<file path="config.mk">
export PLATFORM = sky130hd
export DESIGN_NAME = gbc_ram
export DESIGN_NICKNAME = d
export VERILOG_FILES = /design/src/gbc_ram.sv
export SDC_FILE = /design/constraint.sdc
export NUM_CORES = 1
export LEC_CHECK = 0
export CAP_MARGIN = 40
export CORE_MARGIN = 1.5
export CORE_UTILIZATION = 45
export CTS_BUF_LIST = sky130_fd_sc_hd__clkbuf_8
export DETAILED_ROUTE_END_ITERATION = 12
export DONT_BUFFER_PORTS = 1
export PLACE_DENSITY = 0.66
export SLEW_MARGIN = 20
export SYNTH_ARGS = -nofsm -noshare
export SYNTH_HDL_FRONTEND = slang
export SYNTH_SLANG_ARGS = --single-unit
</file>
<file path="constraint.sdc">
create_clock -name clock -period 3.65 [get_ports clock]
set_input_delay 0.5475 -clock clock [delete_from_list [all_inputs] [get_ports clock]]
set_output_delay 0.5475 -clock clock [all_outputs]
set_load 0.005 [all_outputs]
</file>
<file path="src/gbc_ram.sv">
`timescale 1ns / 1ps
module gbc_ram #(
   parameter int WIDTH = 8,
   parameter int DEPTH = 16,
   localparam int AW = (DEPTH > 1) ? $clog2(DEPTH) : 1
) (
   input  logic             clock,
   input  logic             wr_en,
   input  logic [AW-1:0]    wr_addr,
   input  logic [WIDTH-1:0] wr_data,
   input  logic [AW-1:0]    rd_addr,
   output logic [WIDTH-1:0] rd_data
);

   logic [WIDTH-1:0] mem [DEPTH];
   logic [WIDTH-1:0] rd_data_ff;

   // one write port, one registered read port
   always_ff @(posedge clock) begin
      if (wr_en) begin
         mem[wr_addr] <= wr_data;
      end
      rd_data_ff <= mem[rd_addr];
   end

   assign rd_data = rd_data_ff;

endmodule

</file>
== Yosys cells after proc, flatten, opt, wreduce, memory -nomap -nowiden ==
Memories as Yosys holds them, arrays and structs flattened. A register that Yosys moved wholly into a read port is not among the register bits.
Cells that the tools add are included.
Operators by class
  muxes and demuxes: 2
Operators by type and width (number)
  two-way mux 1 bit: 2
Storage, ports and cells
  flip-flop bits (word level): 0
  input bits: 18
  memories: 1
  logic and storage cells: 3
  bits in writable memories: 128
  output and inout port bits: 8
Memories
  mem: depth 16, width 8, rd ports 1, clocked after memory_dff 1, wr ports 1, line 15  | logic [WIDTH-1:0] mem [DEPTH];

== Logic depth before layout (Yosys ltp) ==
  depth after elaboration: 2
  gate-level depth with buffers: 5

== Least setup slack after synthesis ==
No wires, ideal clock.
  path kind: input to register
  start: in wr_addr[2]
  end: mem mem[0][0] (enable)
  library setup time: 383 ps
  buffers on the path: 0
  stages on the path: 2
  data arrival time: 1657 ps
  slack: 1610 ps
  data required time: 3267 ps
  cell sequence: or3b_2 -> nor3_1
RTL lines
  from (decl): line 9  | input logic [AW-1:0] wr_addr,
  to (decl): line 15
No word-level cell before the write port.

== Final worst setup path ==
  start: in wr_addr[2]
  end: mem mem[1][4] (enable)
No word-level cell before the write port.

==> summary.md <==
| Metric | Value |
|---|---|
| Logic pwr share | `0.028` |
| Antenna violations before repair | `0` |
| Final Hold Fails | `0` |
| Critical Path Fanout Max | `8` |
| Dpl cell area | `0.00527 mm2` |
| HP Class | `in -> reg` |
| # DRC | `0` |
| Std-Cell Rows | `38` |
| Crit path capture type | `flop` |
| Clock Sinks | `~140` |
| Hpwl dp | `5730 um` |
| Ports | `26` |
| Total gr overflow | `0` |
| First drt pass iteration count | `4` |
| Hold Path End | `mem[4][5]` |
| Longest Clk Path Bufs | `2` |
| CTS Root Cell | `clkbuf_8` |
| Cts hold-fix bufs | `0` |
| Post-Syn Area per Cell | `22.5 um2` |
| CP max-delay cell | `nor2_1` |
| Synth area leader | `edfxtp_1` |
| PD cells | `562 mW/mm2` |
| Leakage | `1.88 nW` |
| Clk_skew | `0.00505 ns` |
| Dpl cells | `approximately 360` |
| Internal power | `2.66 mW` |
| Synth warn | `0` |
| Core Area | `0.0110 mm2` |
| Top cell type's share of synthesized area | `0.747` |
| Startpoint Class | `input pin` |
| CP cell instances | `or3b_2, nor2_1` |
| Vias in the first global route | `2302` |
| Clk Latency, worst-skew pair | `0.42 ns` |
| Slew margin rel. | `0.476` |
| # diodes | `0` |
| Setup violators final | `0` |
| Worst EP required | `3.71 ns` |
| HP Start | `wr_data[5]` |
| Vias | `2289` |
| Seq cells post-synth | `about 140` |
| Tmin final | `1.53 ns` |
| WL final | `between 9000 and 10000 um` |
| Setup CP Type | `in -> reg` |
| # resized after CTS | `0` |
| Synthesized net count | `247` |
| Pins Over Slew Limit | `0` |
| Reg-to-reg setup timing slack | `2.25 ns` |
| Reg2reg start | `mem[1][1]` |
| Clock network fraction of design power | `0.432` |
| Psw | `594 uW` |
| Unique masters post-synth | `19` |
| Unrepaired setup endpoints after global routing | `false` |
| Layout cell share with drive strength beyond 1 | `0.237` |
| Final instance area | `0.00579 mm2` |
| WL/cell | `22.8 um` |
| Outcome | `finished clean` |
| CTS H-tree lvls | `4` |
| Die area | `roughly 0.012 mm2` |
| CTS Buf Count | `17` |
| Max_cap viols | `0` |
| Peak VDD IR | `0.319 mV` |
| R2R cell count | `3` |
| Switching Fraction | `0.182` |
| Fin worst setup slack | `about 2.1 ns` |
| Data arrival, critical path | `around 1.6 ns` |
| Synth Cell Area | `0.00515 mm2` |
| Max incr delay on CP | `0.53 ns` |
| Place WS | `approximately 1.7 ns` |
| Antenna Violating Nets Remaining | `0` |
| Non-Filler Instances | `around 400` |
| Buffer and inverter count on the worst path | `0` |
| CTS tree | `yes` |
| Cells after synthesis | `between 200 and 250` |
| # nets final | `267` |
| Fmax | `654 MHz` |
| Via/cell ratio | `5.69` |
| Worst hold stages | `0` |
| Sequential share of power | `0.539` |
| Largest net degree at the start of global routing | `33` |
| P&R area growth vs syn | `12.4%` |
| Setup bufs post-CTS | `0` |
| Power Total | `3.26 mW` |
| Area contributors post-synth | `edfxtp_1 75%, mux4_2 7.9%, mux4_1 7.1%` |
| GP Congestion | `0.765` |
| Starting Density | `0.469` |
| Worst R2R End | `rd_data[1]` |
| Final period util | `0.419` |
| Worst-margin pin slew | `0.783 ns` |
| IO buf count | `0` |
| Die Wd | `110 um` |
| First-iteration detailed-routing DRC count | `181` |
| Seq/Total Area, Yosys | `0.778` |
| Tot GR Track Use | `0.172` |
| First-pass GRT wire length | `13700 um` |
| Clock transition at path regs | `0.07 ns` |
| Largest delay share family, worst path | `simple AND/OR/NAND/NOR gates` |
| Final TNS setup | `0 ns` |
| Die extent in y | `approximately 110 um` |
-- worst max path at each step --
stage                            end  depth (start not counted)       start
final                      mem[1][4]                          2  wr_addr[2]
after global routing       mem[3][0]                          2  wr_addr[2]
after CTS                  mem[1][4]                          2  wr_addr[2]
after detailed placement   mem[1][6]                          2  wr_addr[2]
after global placement    mem[12][4]                          2       wr_en
after floorplan            mem[0][0]                          2  wr_addr[2]
-- area by class of cell --
class / count / area (um2)
fillers: 849 / 5190
repair buffers: 11 / 80.1
well taps: 140 / 175
clock buffers: 20 / 275
multi-input cells: 83 / 1060
clock inverters: 12 / 196
flip-flops and latches: 136 / 4000
-- Yosys cell counts, drive strengths merged --
master / count
edfxtp: 128
mux4: 32
a22oi: 16
nor2: 13
nand2: 9
dfxtp: 8
buf: 7
nor3: 4
clkdlybuf4s25: 3
nand2b: 2
nand3b: 2
and2: 1
and2b: 1
nand3: 1
nor2b: 1
or3b: 1
-- routing by layer --
metal,global-route usage,wire [um],vias up
met3,0.0468,475,18
met1,0.237,4110,1189
met2,0.252,4400,66
li1,-,-,1016
met4,0.0918,183,0
met5,0,0,-
-- cells by family (layout without fill, tap and decap cells) --
family | count (synthesis) | count (layout) | share of synthesized area
AND/OR/NAND/NOR | 35 | 35 | 0.0318
AO/OA/AOI/OAI | 16 | 16 | 0.0233
flip-flops | 136 | 136 | 0.778
buffers and inverters | 10 | 43 | 0.0168
multiplexers | 32 | 32 | 0.150
-- flip-flops by register name, indices dropped and copies added (netlist names) --
signal,count
mem,128
rd_data,8
-- power groups by stage --
stage,Combinational [mW],Clock (mW),Sequential [mW]
2_1_floorplan,0.0886,0,1.79
3_3_place_gp,0.0890,0,1.79
3_5_place_dp,0.0904,0,1.79
4_1_cts,0.0910,1.44,1.76
5_1_grt,0.0977,1.50,1.76
6_report,0.0918,1.41,1.76
-- cell usage in the layout (no fill, tap or decap) --
cell        instances
edfxtp_1          128
clkbuf_8           20
mux4_2             18
a22oi_1            16
mux4_1             14
nor2_1             13
buf_4              10
nand2_1             9
dfxtp_1             8
bufinv_16           5
nor3_1              4
clkinvlp_4          3
clkinv_2            3
nand3b_1            2
nand2b_1            2
nor2b_1             1
and2_1              1
and2b_1             1
nand3_1             1
or3b_2              1
clkinv_4            1
buf_2               1
-- per-stage QoR --
| step | hold slack, ns | util |
|---|---|---|
| 4_1_cts | 0.179 | 0.523 |
| 6_report | 0.217 | 0.527 |
| 3_3_place_gp | 0.647 | 0.479 |
| 5_1_grt | 0.170 | 0.527 |
| 2_1_floorplan | 0.629 | - |
| 3_5_place_dp | 0.647 | 0.480 |
Note: power is estimated with default switching activity, not from simulation.
