===== src/gbc_divider.sv =====
`timescale 1ns / 1ps
module gbc_divider #(
   parameter int DW = 21,
   parameter int VW = 16,
   localparam int NW = $clog2(DW + 1)
) (
   input  logic          clock,
   input  logic          reset,
   input  logic          start,
   input  logic [DW-1:0] dividend,
   input  logic [VW-1:0] divisor,
   output logic          done,
   output logic [DW-1:0] quotient
);

   logic          busy_ff, busy_in;
   logic          done_ff, done_in;
   logic [NW-1:0] cnt_ff, cnt_in;
   logic [VW-1:0] rem_ff, rem_in;
   logic [VW-1:0] dvs_ff, dvs_in;
   logic [DW-1:0] quo_ff, quo_in;
   logic [VW:0]   rem_sh;
   logic [VW:0]   diff;
   logic          ge;

   // restoring division, one quotient bit per cycle
   always_comb begin
      rem_sh  = {rem_ff, quo_ff[DW-1]};
      diff    = rem_sh - {1'b0, dvs_ff};
      ge      = rem_sh >= {1'b0, dvs_ff};
      busy_in = busy_ff;
      done_in = done_ff;
      cnt_in  = cnt_ff;
      rem_in  = rem_ff;
      dvs_in  = dvs_ff;
      quo_in  = quo_ff;
      if (start) begin
         busy_in = 1'b1;
         done_in = 1'b0;
         cnt_in  = NW'(DW);
         rem_in  = '0;
         dvs_in  = divisor;
         quo_in  = dividend;
      end else if (busy_ff) begin
         rem_in = ge ? diff[VW-1:0] : rem_sh[VW-1:0];
         quo_in = {quo_ff[DW-2:0], ge};
         cnt_in = cnt_ff - 1'b1;
         if (cnt_ff == NW'(1)) begin
            busy_in = 1'b0;
            done_in = 1'b1;
         end
      end
   end

   always_ff @(posedge clock) begin
      if (reset) begin
         busy_ff <= 1'b0;
         done_ff <= 1'b0;
         cnt_ff  <= '0;
      end else begin
         busy_ff <= busy_in;
         done_ff <= done_in;
         cnt_ff  <= cnt_in;
      end
      rem_ff <= rem_in;
      dvs_ff <= dvs_in;
      quo_ff <= quo_in;
   end

   assign done     = done_ff;
   assign quotient = quo_ff;

endmodule


===== config.mk =====
export PLATFORM = sky130hd
export DESIGN_NAME = gbc_divider
export DESIGN_NICKNAME = d
export VERILOG_FILES = /design/src/gbc_divider.sv
export SDC_FILE = /design/constraint.sdc
export NUM_CORES = 1
export LEC_CHECK = 0
export ABC_AREA = 1
export CAP_MARGIN = 20
export CORE_MARGIN = 2
export CORE_UTILIZATION = 55
export CTS_CLUSTER_SIZE = 14
export DETAILED_ROUTE_END_ITERATION = 6
export DONT_BUFFER_PORTS = 1
export PLACE_DENSITY = 0.7
export SLEW_MARGIN = 20
export SYNTH_ARGS = -nofsm -noshare
export SYNTH_HDL_FRONTEND = slang
export SYNTH_SLANG_ARGS = --single-unit

===== constraint.sdc =====
create_clock -name clock -period 2.3 [get_ports clock]
set_input_delay 0.23 -clock clock [delete_from_list [all_inputs] [get_ports clock]]
set_output_delay 0.23 -clock clock [all_outputs]
set_load 0.01 [all_outputs]

# After elaboration in Yosys (flattened, before gate mapping)
# Index checks and enable logic that the tools add are counted.
# word_totals
reg_bits	60
latchBits	0
ram_bits	0
romBits	0
in_bits	40
out_inout_bits	22
wordCells	22
mem_count	0
# op_classes
add_sub_neg	2
mul	0
n_div	0
order_cmp	1
n_eq_ne	1
shifts	0
n_mux	8
bitwise	0
n_reduce_logical	3
# ops
op	n
2-to-1 mux 21 bit	2
greater-or-equal comparator 17 x 16 -> 1 bit	1
2-to-1 mux 16 bit	1
subtractor 16 bit	1
2-to-1 mux 5 bit	2
equality test 5 x 1 -> 1 bit (second input constant)	1
subtractor 5 x 1 -> 5 bit (second input constant)	1
2-to-1 mux 1 bit	3
AND reduction 2 bit	1
nonzero test 2 bit	1
OR reduction 2 bit	1

# Depth between registers and ports, before layout
# depth
depth_word	4
mapped_depth	14
mapped_depth_nobuf	14

# Least setup slack after synthesis
# Ideal clock, no wire load.
# synth_timing
kind	register -> register
from	register quo_ff[20], in the netlist quotient[20]
to	register rem_ff[14]
setup_ns	0.112
t_arrival_ns	1.822
required_time_ns	2.188
slack_ns	0.366
path_stages_with_launch	12
path_buffers	0
synth_period_minus_slack_ns	1.934
path_cell_list	edfxtp_1 -> inv_1 -> ha_1 -> fa_1 -> nor2_1 -> nor2_1 -> o21ai_0 -> nand2_1 -> nand3_1 -> nand3_2 -> nand2_1 -> nand2_1
# synth_between
elab_chain_len	2
elab_cells_between_ends	3
classes_between	add/sub: 1; order compare: 1; mux: 1
# synth_rtl
item	line	text
from (decl)	21	logic [DW-1:0] quo_ff, quo_in;
from (signal assigned)	67	quo_ff <= quo_in;
subtractor 16 bit or greater-or-equal comparator 17 x 16 -> 1 bit (tied branches)	29, 30	
2-to-1 mux 16 bit (*)	45	rem_in = ge ? diff[VW-1:0] : rem_sh[VW-1:0];
to (signal assigned)	65	rem_ff <= rem_in;
to (decl)	19	logic [VW-1:0] rem_ff, rem_in;
# Every way passes the cells marked *; elsewhere a longest branch is shown, timed or not.
# A chain may end at the register's enable or synchronous reset.

# Final worst setup path
# layout_timing
from	register dvs_ff[9]
to	register rem_ff[1]
# layout_between
elab_chain_len	2
# layout_rtl
item	line	text
from (decl)	20	logic [VW-1:0] dvs_ff, dvs_in;
from (signal assigned)	66	dvs_ff <= dvs_in;
greater-or-equal comparator 17 x 16 -> 1 bit	30	ge = rem_sh >= {1'b0, dvs_ff};
2-to-1 mux 16 bit	45	
# No other way between the ends.

==> impl_metrics.json <==
{
  "status": "finished, final reports clean",
  "grt_setup_unrepaired": "no",
  "setup_tns_ns": 0,
  "ctsLongestPathBuffers": 2,
  "crit_type": "flip-flop to flip-flop",
  "hp-class": "input pin to flip-flop",
  "cellLeakagePower_nw": 2.07,
  "coreArea_um2": 6280,
  "post_cts_buffers": 0,
  "r2r.worst_path.cells": 12,
  "cts_buffers": 9,
  "r2r_slack_ns": 0.24,
  "synthTopCellsByArea": "edfxtp_1, nand2_1, dfxtp_1",
  "vias": 3073,
  "dieArea_um2": 7110,
  "clock.fmax_mhz": 485,
  "fin_crit_ns": 2.06,
  "tightest_slew_ns": 0.710,
  "ir_worst_vdd_mv": 0.467,
  "grt_start_max_net_pins": 37,
  "fin_worst_skew_ns": 0.00859,
  "start_kind": "flip-flop",
  "yosysTopAreaCell": "edfxtp_1",
  "setup_viol": 0,
  "first_pass_iters": 5,
  "ys_ff_latch": 60,
  "cap_viol_max_count": 0,
  "syn_nets": 532,
  "crit_fanout": 16,
  "ys.flop_type": "edfxtp_1",
  "avgSynthCellArea_um2": 7.50,
  "grt_pass1_vias": 2980,
  "clk-insertion-delay-late_ns": 0.34,
  "cp_num_cells": 12,
  "clk_pin_slew_ns": 0.07,
  "hold_viol_final": 0,
  "drt_iter0_drc": 231,
  "initial_utilization": 0.565,
  "synth_edf_count": 37,
  "dpl-instance-area_um2": 3620,
  "fp.dieH_um": 84.3,
  "track_usage": 0.238,
  "grt_pass1_wl_um": 13400,
  "wl_per_cell_um": 13.9,
  "cp_slowest_stage_delay_ns": 0.37,
  "synth_cell_type_count": 34,
  "die_w_um": 84.3,
  "p_per_area_nw_per_um2": 627,
  "vias_per_cell": 5.26,
  "cp_slowest_cell": "ha_1",
  "yosysSeqAreaShare": 0.443,
  "yosysTopAreaCellShare": 0.313,
  "num-nets-final": 561,
  "p_total_mw": 2.53,
  "cp_common_cell": "nand2_1",
  "clock-root-buffer": "clkbuf_8",
  "synth_warnings": 0,
  "relSlewSlack": 0.526,
  "area_growth_pct": 14.0,
  "routed_wl_um": 8090,
  "pin_count": 62,
  "pre_cts_slack_ns": 0.189,
  "min_from": "start",
  "antenna_found_initial": 0,
  "crit_family": "simple AND/OR/NAND/NOR gates",
  "worst_ep_required_time_ns": 2.50,
  "rows": 29,
  "cp-end-kind": "flip-flop",
  "cts_tree": "built",
  "critPathBufInv": 2,
  "fin_crit_sh": 0.897,
  "arrival_ns": 2.26,
  "layout-drive-gt1-share": 0.0592,
  "cts.sinks": 60,
  "finalInstanceArea_um2": 4040,
  "ant_nets": 0,
  "num_antenna_cells": 0,
  "cts_max_level": 3,
  "r2r-end": "rem_ff[1]",
  "netlist_area_um2": 3550,
  "port_buffers": 0,
  "holdPathStages": 2,
  "remaining_drc_errors": 0,
  "final_common_cell": "nand2_1",
  "synthCells": 473,
  "globalplace.congestion": 0.960,
  "r2r_start": "dvs_ff[9]",
  "fin_util": 0.644,
  "cp_cell_sequence": "inv_1 -> ha_1 -> nand2_1 -> nor2_2 -> nand4_1 -> nand2_1 -> nor2_4 -> buf_4 -> nand2_4 -> nand2_1 -> nand3_1 -> o21ai_0",
  "post-dp-hpwl_um": 5390,
  "synthArstFlopShare": 0,
  "layout_common_cells": "nand2_1, inv_1, nand3_1",
  "hold_end": "busy_ff",
  "grt_overflow": 0,
  "slew_viol_final": 0,
  "timing.final.ws_setup_ns": 0.238
}
worst register-to-register path: cells and delay by family, from the launching register on:
| kind | cells | cell delay (ns) |
|---|---|---|
| simple gates | 8 | 0.92 |
| fa+ha+maj | 1 | 0.38 |
| flops | 1 | 0.33 |
| buf+inv | 2 | 0.23 |
| compound gates | 1 | 0.07 |
report_power, final:
part	internal [mW]	total, mW	switching, mW
Combinational	0.116	0.307	0.191
Sequential	1.23	1.29	0.0620
Clock	0.526	0.934	0.407
cells in the mapped netlist (all sizes together) (2+ instances only):
library cell  number
ha                18
nor2              28
inv               78
clkbuf             6
nand2            183
dfxtp             23
nand4              4
xnor2              4
o21ai             14
edfxtp            37
xor2               2
buf                4
nand3             41
a21oi             12
nand3b             7
nor3               5
how the worst max path moves through the flow:
stage	start	end	slack (ns)
6_report	dvs_ff[9]	rem_ff[1]	0.24
5_1_grt	dvs_ff[6]	rem_ff[2]	0.02
4_1_cts	quotient[20]	rem_ff[14]	0.18
3_5_place_dp	quotient[20]	rem_ff[14]	0.19
3_3_place_gp	quotient[20]	rem_ff[14]	0.24
2_1_floorplan	quotient[20]	rem_ff[14]	0.37
kinds of logic after synthesis:
family | Yosys count | synth area share
adders and majority gates | 19 | 0.0692
AOI/OAI and AO/OA | 31 | 0.0501
and+or+nand+nor | 269 | 0.325
DFF | 60 | 0.443
xor gates and xnor gates | 6 | 0.0148
buffers and inverters | 88 | 0.0981
layer usage:
layer	vias to the layer above	part of all wire	wire length, µm	GRT usage
met5	-	0	0	0
met4	0	0.030	242	0.103
met3	23	0.082	660	0.0708
met2	125	0.44	3560	0.381
met1	1372	0.45	3630	0.300
li1	1553	-	-	-
what timing repair did:
item	CTS	global route
resized for setup	0	1
setup endpoints to repair	0	1
hold buffers	19	4
hold endpoints to repair	23	3
sequential cells by signal, indices dropped and copies added, names as in the netlist:
| register | count |
|---|---|
| busy_ff | 1 |
| cnt_ff | 5 |
| done | 1 |
| dvs_ff | 16 |
| quotient | 21 |
| rem_ff | 16 |
stage by stage:
step | instances | hold slack (ns)
after detailed placement | 545 | 0.305
final | 584 | 0.0666
after global routing | 584 | 0.0674
after CTS | 580 | 0.00190
after floorplan | 473 | 0.299
after global placement | 545 | 0.302
area by class of cell:
cell class | instances | area [µm²]
Clock buffer | 13 | 149
Fill cell | 559 | 2230
Multi-Input combinational cell | 325 | 1630
Sequential cell | 60 | 1570
Timing Repair Buffer | 28 | 268
Clock inverter | 3 | 38.8
Inverter | 78 | 293
Tap cell | 77 | 96.3
Power figures use the tool's default switching activity.
